File: config.mk
export PLATFORM = sky130hd
export DESIGN_NAME = mlc_lane
export DESIGN_NICKNAME = d
export VERILOG_FILES = /design/src/rtl/mlc_pkg.sv /design/src/rtl/mlc_lane.sv
export SDC_FILE = /design/constraint.sdc
export NUM_CORES = 2
export LEC_CHECK = 0
export ABC_AREA = 1
export ABC_CLOCK_PERIOD_IN_PS = 14000
export CAP_MARGIN = 20
export CORE_ASPECT_RATIO = 0.5
export CORE_UTILIZATION = 30
export DETAILED_ROUTE_END_ITERATION = 8
export DONT_BUFFER_PORTS = 1
export SLEW_MARGIN = 5
export SYNTH_ARGS = -nofsm -noshare
export SYNTH_HDL_FRONTEND = slang
export SYNTH_SLANG_ARGS = --single-unit
export TNS_END_PERCENT = 10
File: constraint.sdc
create_clock -name i_clk -period 14 [get_ports i_clk]
set_clock_uncertainty 0.15 [all_clocks]
set_input_delay 2.1 -clock i_clk [delete_from_list [all_inputs] [get_ports i_clk]]
set_output_delay 2.1 -clock i_clk [all_outputs]
set_load 0.02 [all_outputs]
File: src/rtl/mlc_pkg.sv
// ----------------------------------------------------------------------------
// mlc_pkg
// shared types, constants and helpers for the moment limiter cascade
// ----------------------------------------------------------------------------
package mlc_pkg;

    localparam int unsigned MLC_DATA_W  = 32;
    localparam int unsigned MLC_NUM_MOM = 4;
    localparam int unsigned MLC_COEF_W  = 31;
    localparam int unsigned MLC_PROD_W  = 63;
    localparam int unsigned MLC_ORD_W   = 3;
    localparam int unsigned MLC_VIS_W   = 3;
    localparam int unsigned MLC_TOP_W   = 2;

    localparam logic [MLC_ORD_W-1:0] MLC_ORDER_RESET = 3'd5;

    // unsigned q0.31 scale factors sqrt((2k-1)/(2k+1)), k = 1..4
    localparam logic [MLC_COEF_W-1:0] MLC_COEF [MLC_NUM_MOM] = '{
        31'd1239850262, 31'd1663433681, 31'd1814954942, 31'd1893902559
    };

    typedef logic signed [MLC_DATA_W-1:0] t_data;

    // per-stage load enables for the lanes
    typedef struct packed {
        logic s1;
        logic s2;
        logic s3;
    } t_stage_en;

    // index of the top limited moment (0 = first higher moment)
    function automatic logic [MLC_TOP_W-1:0] mlc_top_idx(input logic [MLC_ORD_W-1:0] ord);
        logic [MLC_TOP_W-1:0] idx;
        begin
            unique case (ord)
                3'd0, 3'd1, 3'd2: idx = 2'd0;
                3'd3:             idx = 2'd1;
                3'd4:             idx = 2'd2;
                default:          idx = 2'd3;
            endcase
            return idx;
        end
    endfunction

endpackage

File: src/rtl/mlc_lane.sv
// ----------------------------------------------------------------------------
// mlc_lane
// three-stage datapath for one moment: scale both differences, then minmod
// ----------------------------------------------------------------------------
module mlc_lane #(
    parameter logic [mlc_pkg::MLC_COEF_W-1:0] P_COEF = mlc_pkg::MLC_COEF[0]
) (
    input  logic               i_clk,
    input  mlc_pkg::t_stage_en i_en,
    input  mlc_pkg::t_data     i_mom,
    input  mlc_pkg::t_data     i_rd,
    input  mlc_pkg::t_data     i_ld,
    output mlc_pkg::t_data     o_old,
    output mlc_pkg::t_data     o_lim,
    output logic               o_cont
);
    import mlc_pkg::*;

    localparam logic signed [MLC_PROD_W-1:0] RND = MLC_PROD_W'(64'sd1 <<< 30);

    logic signed [MLC_DATA_W-1:0]   w_coef;
    logic signed [2*MLC_DATA_W-1:0] w_prod_r;
    logic signed [2*MLC_DATA_W-1:0] w_prod_l;
    logic signed [MLC_PROD_W-1:0]   w_sum_r;
    logic signed [MLC_PROD_W-1:0]   w_sum_l;

    logic signed [MLC_PROD_W-1:0]   r_prod_r;
    logic signed [MLC_PROD_W-1:0]   r_prod_l;
    t_data                          r_mom1;
    t_data                          r_sc_r;
    t_data                          r_sc_l;
    t_data                          r_mom2;
    t_data                          r_old3;
    t_data                          r_lim3;
    logic                           r_cont3;

    t_data                          n_lim;

    assign w_coef   = $signed({1'b0, P_COEF});
    assign w_prod_r = i_rd * w_coef;
    assign w_prod_l = i_ld * w_coef;
    assign w_sum_r  = r_prod_r + RND;
    assign w_sum_l  = r_prod_l + RND;

    // stage 1: products
    always_ff @(posedge i_clk) begin
        if (i_en.s1) begin
            r_prod_r <= w_prod_r[MLC_PROD_W-1:0];
            r_prod_l <= w_prod_l[MLC_PROD_W-1:0];
            r_mom1   <= i_mom;
        end
    end

    // stage 2: round, floor shift by 31
    always_ff @(posedge i_clk) begin
        if (i_en.s2) begin
            r_sc_r <= w_sum_r[MLC_PROD_W-1:MLC_COEF_W];
            r_sc_l <= w_sum_l[MLC_PROD_W-1:MLC_COEF_W];
            r_mom2 <= r_mom1;
        end
    end

    // stage 3: minmod of moment and both scaled differences
    always_comb begin
        n_lim = '0;
        if (r_mom2 > 0 && r_sc_r > 0 && r_sc_l > 0) begin
            n_lim = r_mom2;
            if (r_sc_r < n_lim) n_lim = r_sc_r;
            if (r_sc_l < n_lim) n_lim = r_sc_l;
        end else if (r_mom2 < 0 && r_sc_r < 0 && r_sc_l < 0) begin
            n_lim = r_mom2;
            if (r_sc_r > n_lim) n_lim = r_sc_r;
            if (r_sc_l > n_lim) n_lim = r_sc_l;
        end
    end

    always_ff @(posedge i_clk) begin
        if (i_en.s3) begin
            r_old3  <= r_mom2;
            r_lim3  <= n_lim;
            r_cont3 <= (n_lim != r_mom2) || (n_lim == '0);
        end
    end

    assign o_old  = r_old3;
    assign o_lim  = r_lim3;
    assign o_cont = r_cont3;

endmodule

==> run_summary.xml <==
<?xml version="1.0" encoding="UTF-8"?>
<metrics>
  <group name="cts">
    <metric name="cts_repair_resize_count" unit="">0</metric>
    <metric name="ctsLongestPathBuffers" unit="">3</metric>
    <metric name="clk_sink_count" unit="">259</metric>
    <metric name="cts_setup_buffers" unit="">0</metric>
    <metric name="clock_tree_from_tritoncts" unit="">done</metric>
    <metric name="ctsHtreeMaxLevel" unit="">1</metric>
    <metric name="clk_pin_slew" unit="ns">0.06</metric>
    <metric name="cts-hold-fix-buffers" unit="">0</metric>
    <metric name="tritoncts.num_buffers" unit="">27</metric>
    <metric name="clock_tree_root_driver_cell" unit="">sky130_fd_sc_hd__clkbuf_16</metric>
    <metric name="clk_latency" unit="ns">0.54</metric>
  </group>
  <group name="final_layout">
    <metric name="multi_input_comb_area" unit="mm2">0.0360</metric>
    <metric name="syn_to_final_growth" unit="%">7.07</metric>
    <metric name="seq_area" unit="mm2">0.00778</metric>
    <metric name="antennaDiodeCount" unit="">0</metric>
    <metric name="nFillCells" unit="">17000</metric>
    <metric name="design.final.nets" unit="">6990</metric>
    <metric name="layout-drive-gt1-share" unit="">0.0190</metric>
  </group>
  <group name="timing">
    <metric name="worst_slew_pin_slew" unit="ns">1.05</metric>
    <metric name="min_period" unit="ns">9.24</metric>
    <metric name="max-slew-margin-rel" unit="">0.296</metric>
    <metric name="finalSetupViolCount" unit="">0</metric>
    <metric name="report.final.slew_viol_count" unit="">0</metric>
    <metric name="post-route-period-util" unit="">0.660</metric>
    <metric name="rsz0062_at_grt" unit="">false</metric>
    <metric name="achievable-frequency" unit="MHz">108</metric>
    <metric name="finalWorstSetupSlack" unit="ns">4.76</metric>
    <metric name="setup_tns" unit="ns">0</metric>
    <metric name="hold_viol_final" unit="">0</metric>
  </group>
  <group name="global_routing">
    <metric name="vias_in_the_first_global_route" unit="">36100</metric>
    <metric name="grt_pass1_wl" unit="um">213000</metric>
    <metric name="initial_antenna_violation_count" unit="">2</metric>
    <metric name="grtUsageTotal" unit="">0.164</metric>
    <metric name="grt-ovfl-total" unit="">0</metric>
    <metric name="grt_start_max_net_pins" unit="">99</metric>
  </group>
  <group name="worst_setup_path">
    <metric name="r2r_end" unit="">o_cont</metric>
    <metric name="path_max_fanout" unit="">8</metric>
    <metric name="cp-start-kind" unit="">input pin</metric>
    <metric name="largest_stage_delay_on_the_critical_path" unit="ns">0.66</metric>
    <metric name="critical-path-slowest-cell" unit="">sky130_fd_sc_hd__fa_1</metric>
    <metric name="worst_ep_arrival_time" unit="ns">9.38</metric>
    <metric name="worst-setup-path-type" unit="">input pin to flop</metric>
    <metric name="timing.reg2reg.worst_path_depth" unit="">34</metric>
    <metric name="endpoint" unit="">r_prod_l[57]</metric>
    <metric name="worst_setup_path_startpoint" unit="">i_ld[18]</metric>
    <metric name="worstPathRequired" unit="ns">14.14</metric>
    <metric name="critical_path_capture_point_type" unit="">flop</metric>
    <metric name="r2r_startpoint" unit="">r_sc_r[23]</metric>
    <metric name="timing.critical_path.mode_cell" unit="">sky130_fd_sc_hd__fa_1</metric>
    <metric name="r2r_setup_slack" unit="ns">6.26</metric>
  </group>
  <group name="worst_hold_path">
    <metric name="worst_hold_startpoint" unit="">r_mom1[29]</metric>
    <metric name="hold_path_class" unit="">flop to flop</metric>
  </group>
  <group name="routing">
    <metric name="dr.pass1.iters" unit="">7</metric>
    <metric name="vias_per_cell" unit="">4.57</metric>
    <metric name="initialDrtViolationCount" unit="">2121</metric>
    <metric name="remaining_drc_errors" unit="">0</metric>
    <metric name="detail-route-antenna-nets" unit="">0</metric>
    <metric name="routed-via-count" unit="">34000</metric>
    <metric name="wl" unit="um">135000</metric>
    <metric name="post_drt_wl_per_cell" unit="um">18.1</metric>
  </group>
  <group name="yosys">
    <metric name="postSynthCellCount" unit="">5239</metric>
    <metric name="adder_and_majority_cell_fraction_of_the_synthesized_area" unit="">0.546</metric>
    <metric name="synthSimpleGateAreaFrac" unit="">0.0876</metric>
    <metric name="synthFlopType" unit="">sky130_fd_sc_hd__edfxtp_1</metric>
    <metric name="synth-edff-count" unit="">259</metric>
    <metric name="seq_area_frac_synth" unit="">0.156</metric>
    <metric name="synthesis.nets" unit="">6987</metric>
    <metric name="synthXorXnorAreaFrac" unit="">0.0319</metric>
    <metric name="synth_top_family_by_area" unit="">adder cells</metric>
    <metric name="netlist_area" unit="mm2">0.0500</metric>
    <metric name="synth_seq_cells" unit="">259</metric>
    <metric name="post_synth_num_cell_types" unit="">50</metric>
    <metric name="synth-compound-area-share" unit="">0.0529</metric>
    <metric name="synthMuxAreaShare" unit="">0.000601</metric>
    <metric name="post_synth.cell_area_avg" unit="um2">9.54</metric>
    <metric name="ys.warnings.count" unit="">0</metric>
    <metric name="share_of_synthesized_flip_flops_with_an_asynchronous_set_or_reset" unit="">0</metric>
  </group>
  <group name="floorplan">
    <metric name="design.core.area" unit="mm2">0.165</metric>
    <metric name="die_width" unit="um">579</metric>
    <metric name="initial_core_util" unit="">0.304</metric>
    <metric name="chipHeight" unit="um">291</metric>
    <metric name="dieArea" unit="mm2">0.168</metric>
    <metric name="row_count" unit="">105</metric>
    <metric name="num_io_pins" unit="">165</metric>
  </group>
  <group name="placed_design">
    <metric name="worst_setup_slack_before_clock_tree_synthesis" unit="ns">4.36</metric>
    <metric name="port-buffer-count" unit="">0</metric>
    <metric name="finalWeightedCongestion" unit="">0.982</metric>
    <metric name="hpwlAfterDp" unit="um">120000</metric>
  </group>
  <group name="run_status">
    <metric name="status" unit="">finished clean</metric>
  </group>
  <group name="flow_run">
    <metric name="maxCapViolations" unit="">0</metric>
  </group>
</metrics>
cell type report:
type / count / share of cell area
clock buffer: 31 / 0.0129
clock inverter: 18 / 0.00306
inverter: 1622 / 0.114
multi-input combinational: 3321 / 0.672
sequential: 259 / 0.145
tap: 2193 / 0.0513
timing repair buffer: 11 / 0.00154
worst min-delay path by stage:
stage	to	slack [ns]	cells after the start
after global placement	r_mom2[19]	0.25	0
after CTS	r_mom2[29]	0.27	0
after floorplan	r_mom2[0]	0.25	0
after global routing	r_mom2[31]	0.27	0
after detailed placement	r_mom2[10]	0.25	0
final	r_mom2[29]	0.27	0
registers in the layout, indices dropped and copies added, names as in the netlist:
signal,count
r_prod_r,33
r_mom1,32
o_lim,32
o_cont,1
r_mom2,32
r_sc_l,32
r_prod_l,33
r_sc_r,32
o_old,32
cell families (layout without fill, tap and decap cells):
kind of cell | after synthesis | count (layout)
buffers and inverters | 1659 | 1682
adders and majority gates | 1649 | 1649
and+or+nand+nor | 1018 | 1018
AOI/OAI and AO/OA | 469 | 469
DFF | 259 | 259
xor gates and xnor gates | 182 | 182
muxes | 3 | 3
metrics by stage:
step | instance area [um2] | utilization | hold slack [ns] | cells
global placement | 52600 | 0.320 | 0.250 | 7405
floorplan | 50000 | - | 0.250 | 5239
CTS | 53500 | 0.325 | 0.269 | 7455
detailed placement | 52600 | 0.320 | 0.255 | 7406
finish | 53500 | 0.325 | 0.265 | 7455
global route | 53500 | 0.325 | 0.271 | 7455
cell usage after synthesis (all sizes together) (4+ instances only):
cell / count / area, um2
nand3: 135 / 711
a31oi: 27 / 169
nor3b: 4 / 40.0
nor2: 189 / 714
nand3b: 4 / 30.0
buf: 14 / 76.3
clkbuf: 23 / 86.3
and2: 5 / 31.3
edfxtp: 259 / 7780
or2: 7 / 43.8
o221ai: 5 / 43.8
o31ai: 4 / 30.0
ha: 760 / 9510
o211ai: 48 / 365
nor3: 9 / 65.1
xnor2: 63 / 552
a21o: 7 / 52.6
a21oi: 198 / 995
o21ai: 151 / 756
and3: 6 / 37.5
o21a: 8 / 60.1
a211oi: 5 / 37.5
xor2: 119 / 1040
inv: 1622 / 6090
nand4: 39 / 244
nor4: 35 / 219
nand2: 585 / 2240
fa: 888 / 17800
worst max-delay path, delay by kind of cell:
kind                     cells  cell delay (ns)
adder cells (fa/ha/maj)      9             4.22
AO/OA/AOI/OAI                6             1.48
AND/OR/NAND/NOR              7             1.08
buffers and inverters        4             0.33
XOR/XNOR                     1             0.14
metal layers:
| layer | track usage | share of wire |
|---|---|---|
| met1 | 0.227 | 0.46 |
| met2 | 0.281 | 0.48 |
| met3 | 0.0144 | 0.042 |
| met4 | 0.0262 | 0.018 |
| met5 | 0 | 0 |
layout by cell type (no fill, tap or decap), types with 3 or more instances in the layout:
cell and instances:
sky130_fd_sc_hd__nand3_1 128, sky130_fd_sc_hd__clkinv_2 6, sky130_fd_sc_hd__a21oi_1 197, sky130_fd_sc_hd__nor4_1 34, sky130_fd_sc_hd__nor3_2 4, sky130_fd_sc_hd__o21a_1 8, sky130_fd_sc_hd__and3_1 6, sky130_fd_sc_hd__ha_1 760
sky130_fd_sc_hd__nand4_1 39, sky130_fd_sc_hd__fa_1 888, sky130_fd_sc_hd__o221ai_1 5, sky130_fd_sc_hd__clkbuf_16 27, sky130_fd_sc_hd__a21o_1 7, sky130_fd_sc_hd__nand2_2 15, sky130_fd_sc_hd__a21boi_0 3, sky130_fd_sc_hd__inv_6 4
sky130_fd_sc_hd__inv_1 1619, sky130_fd_sc_hd__a31oi_1 27, sky130_fd_sc_hd__inv_2 3, sky130_fd_sc_hd__buf_4 11, sky130_fd_sc_hd__nand2_1 569, sky130_fd_sc_hd__o21ai_0 151, sky130_fd_sc_hd__xor2_1 119, sky130_fd_sc_hd__nand3b_1 4
sky130_fd_sc_hd__clkbuf_1 4, sky130_fd_sc_hd__clkinvlp_4 3, sky130_fd_sc_hd__or2_2 7, sky130_fd_sc_hd__xnor2_1 63, sky130_fd_sc_hd__o21bai_1 3, sky130_fd_sc_hd__o31ai_1 4, sky130_fd_sc_hd__o211ai_1 47, sky130_fd_sc_hd__and2_0 3
sky130_fd_sc_hd__nor2_1 187, sky130_fd_sc_hd__edfxtp_1 259, sky130_fd_sc_hd__mux2i_1 3, sky130_fd_sc_hd__a211oi_1 5, sky130_fd_sc_hd__nor3_1 5, sky130_fd_sc_hd__nand3_2 7
Power is left out: the tool's default activity adds up to more than one toggle a clock period on the data nets, which glitch-free logic cannot reach.
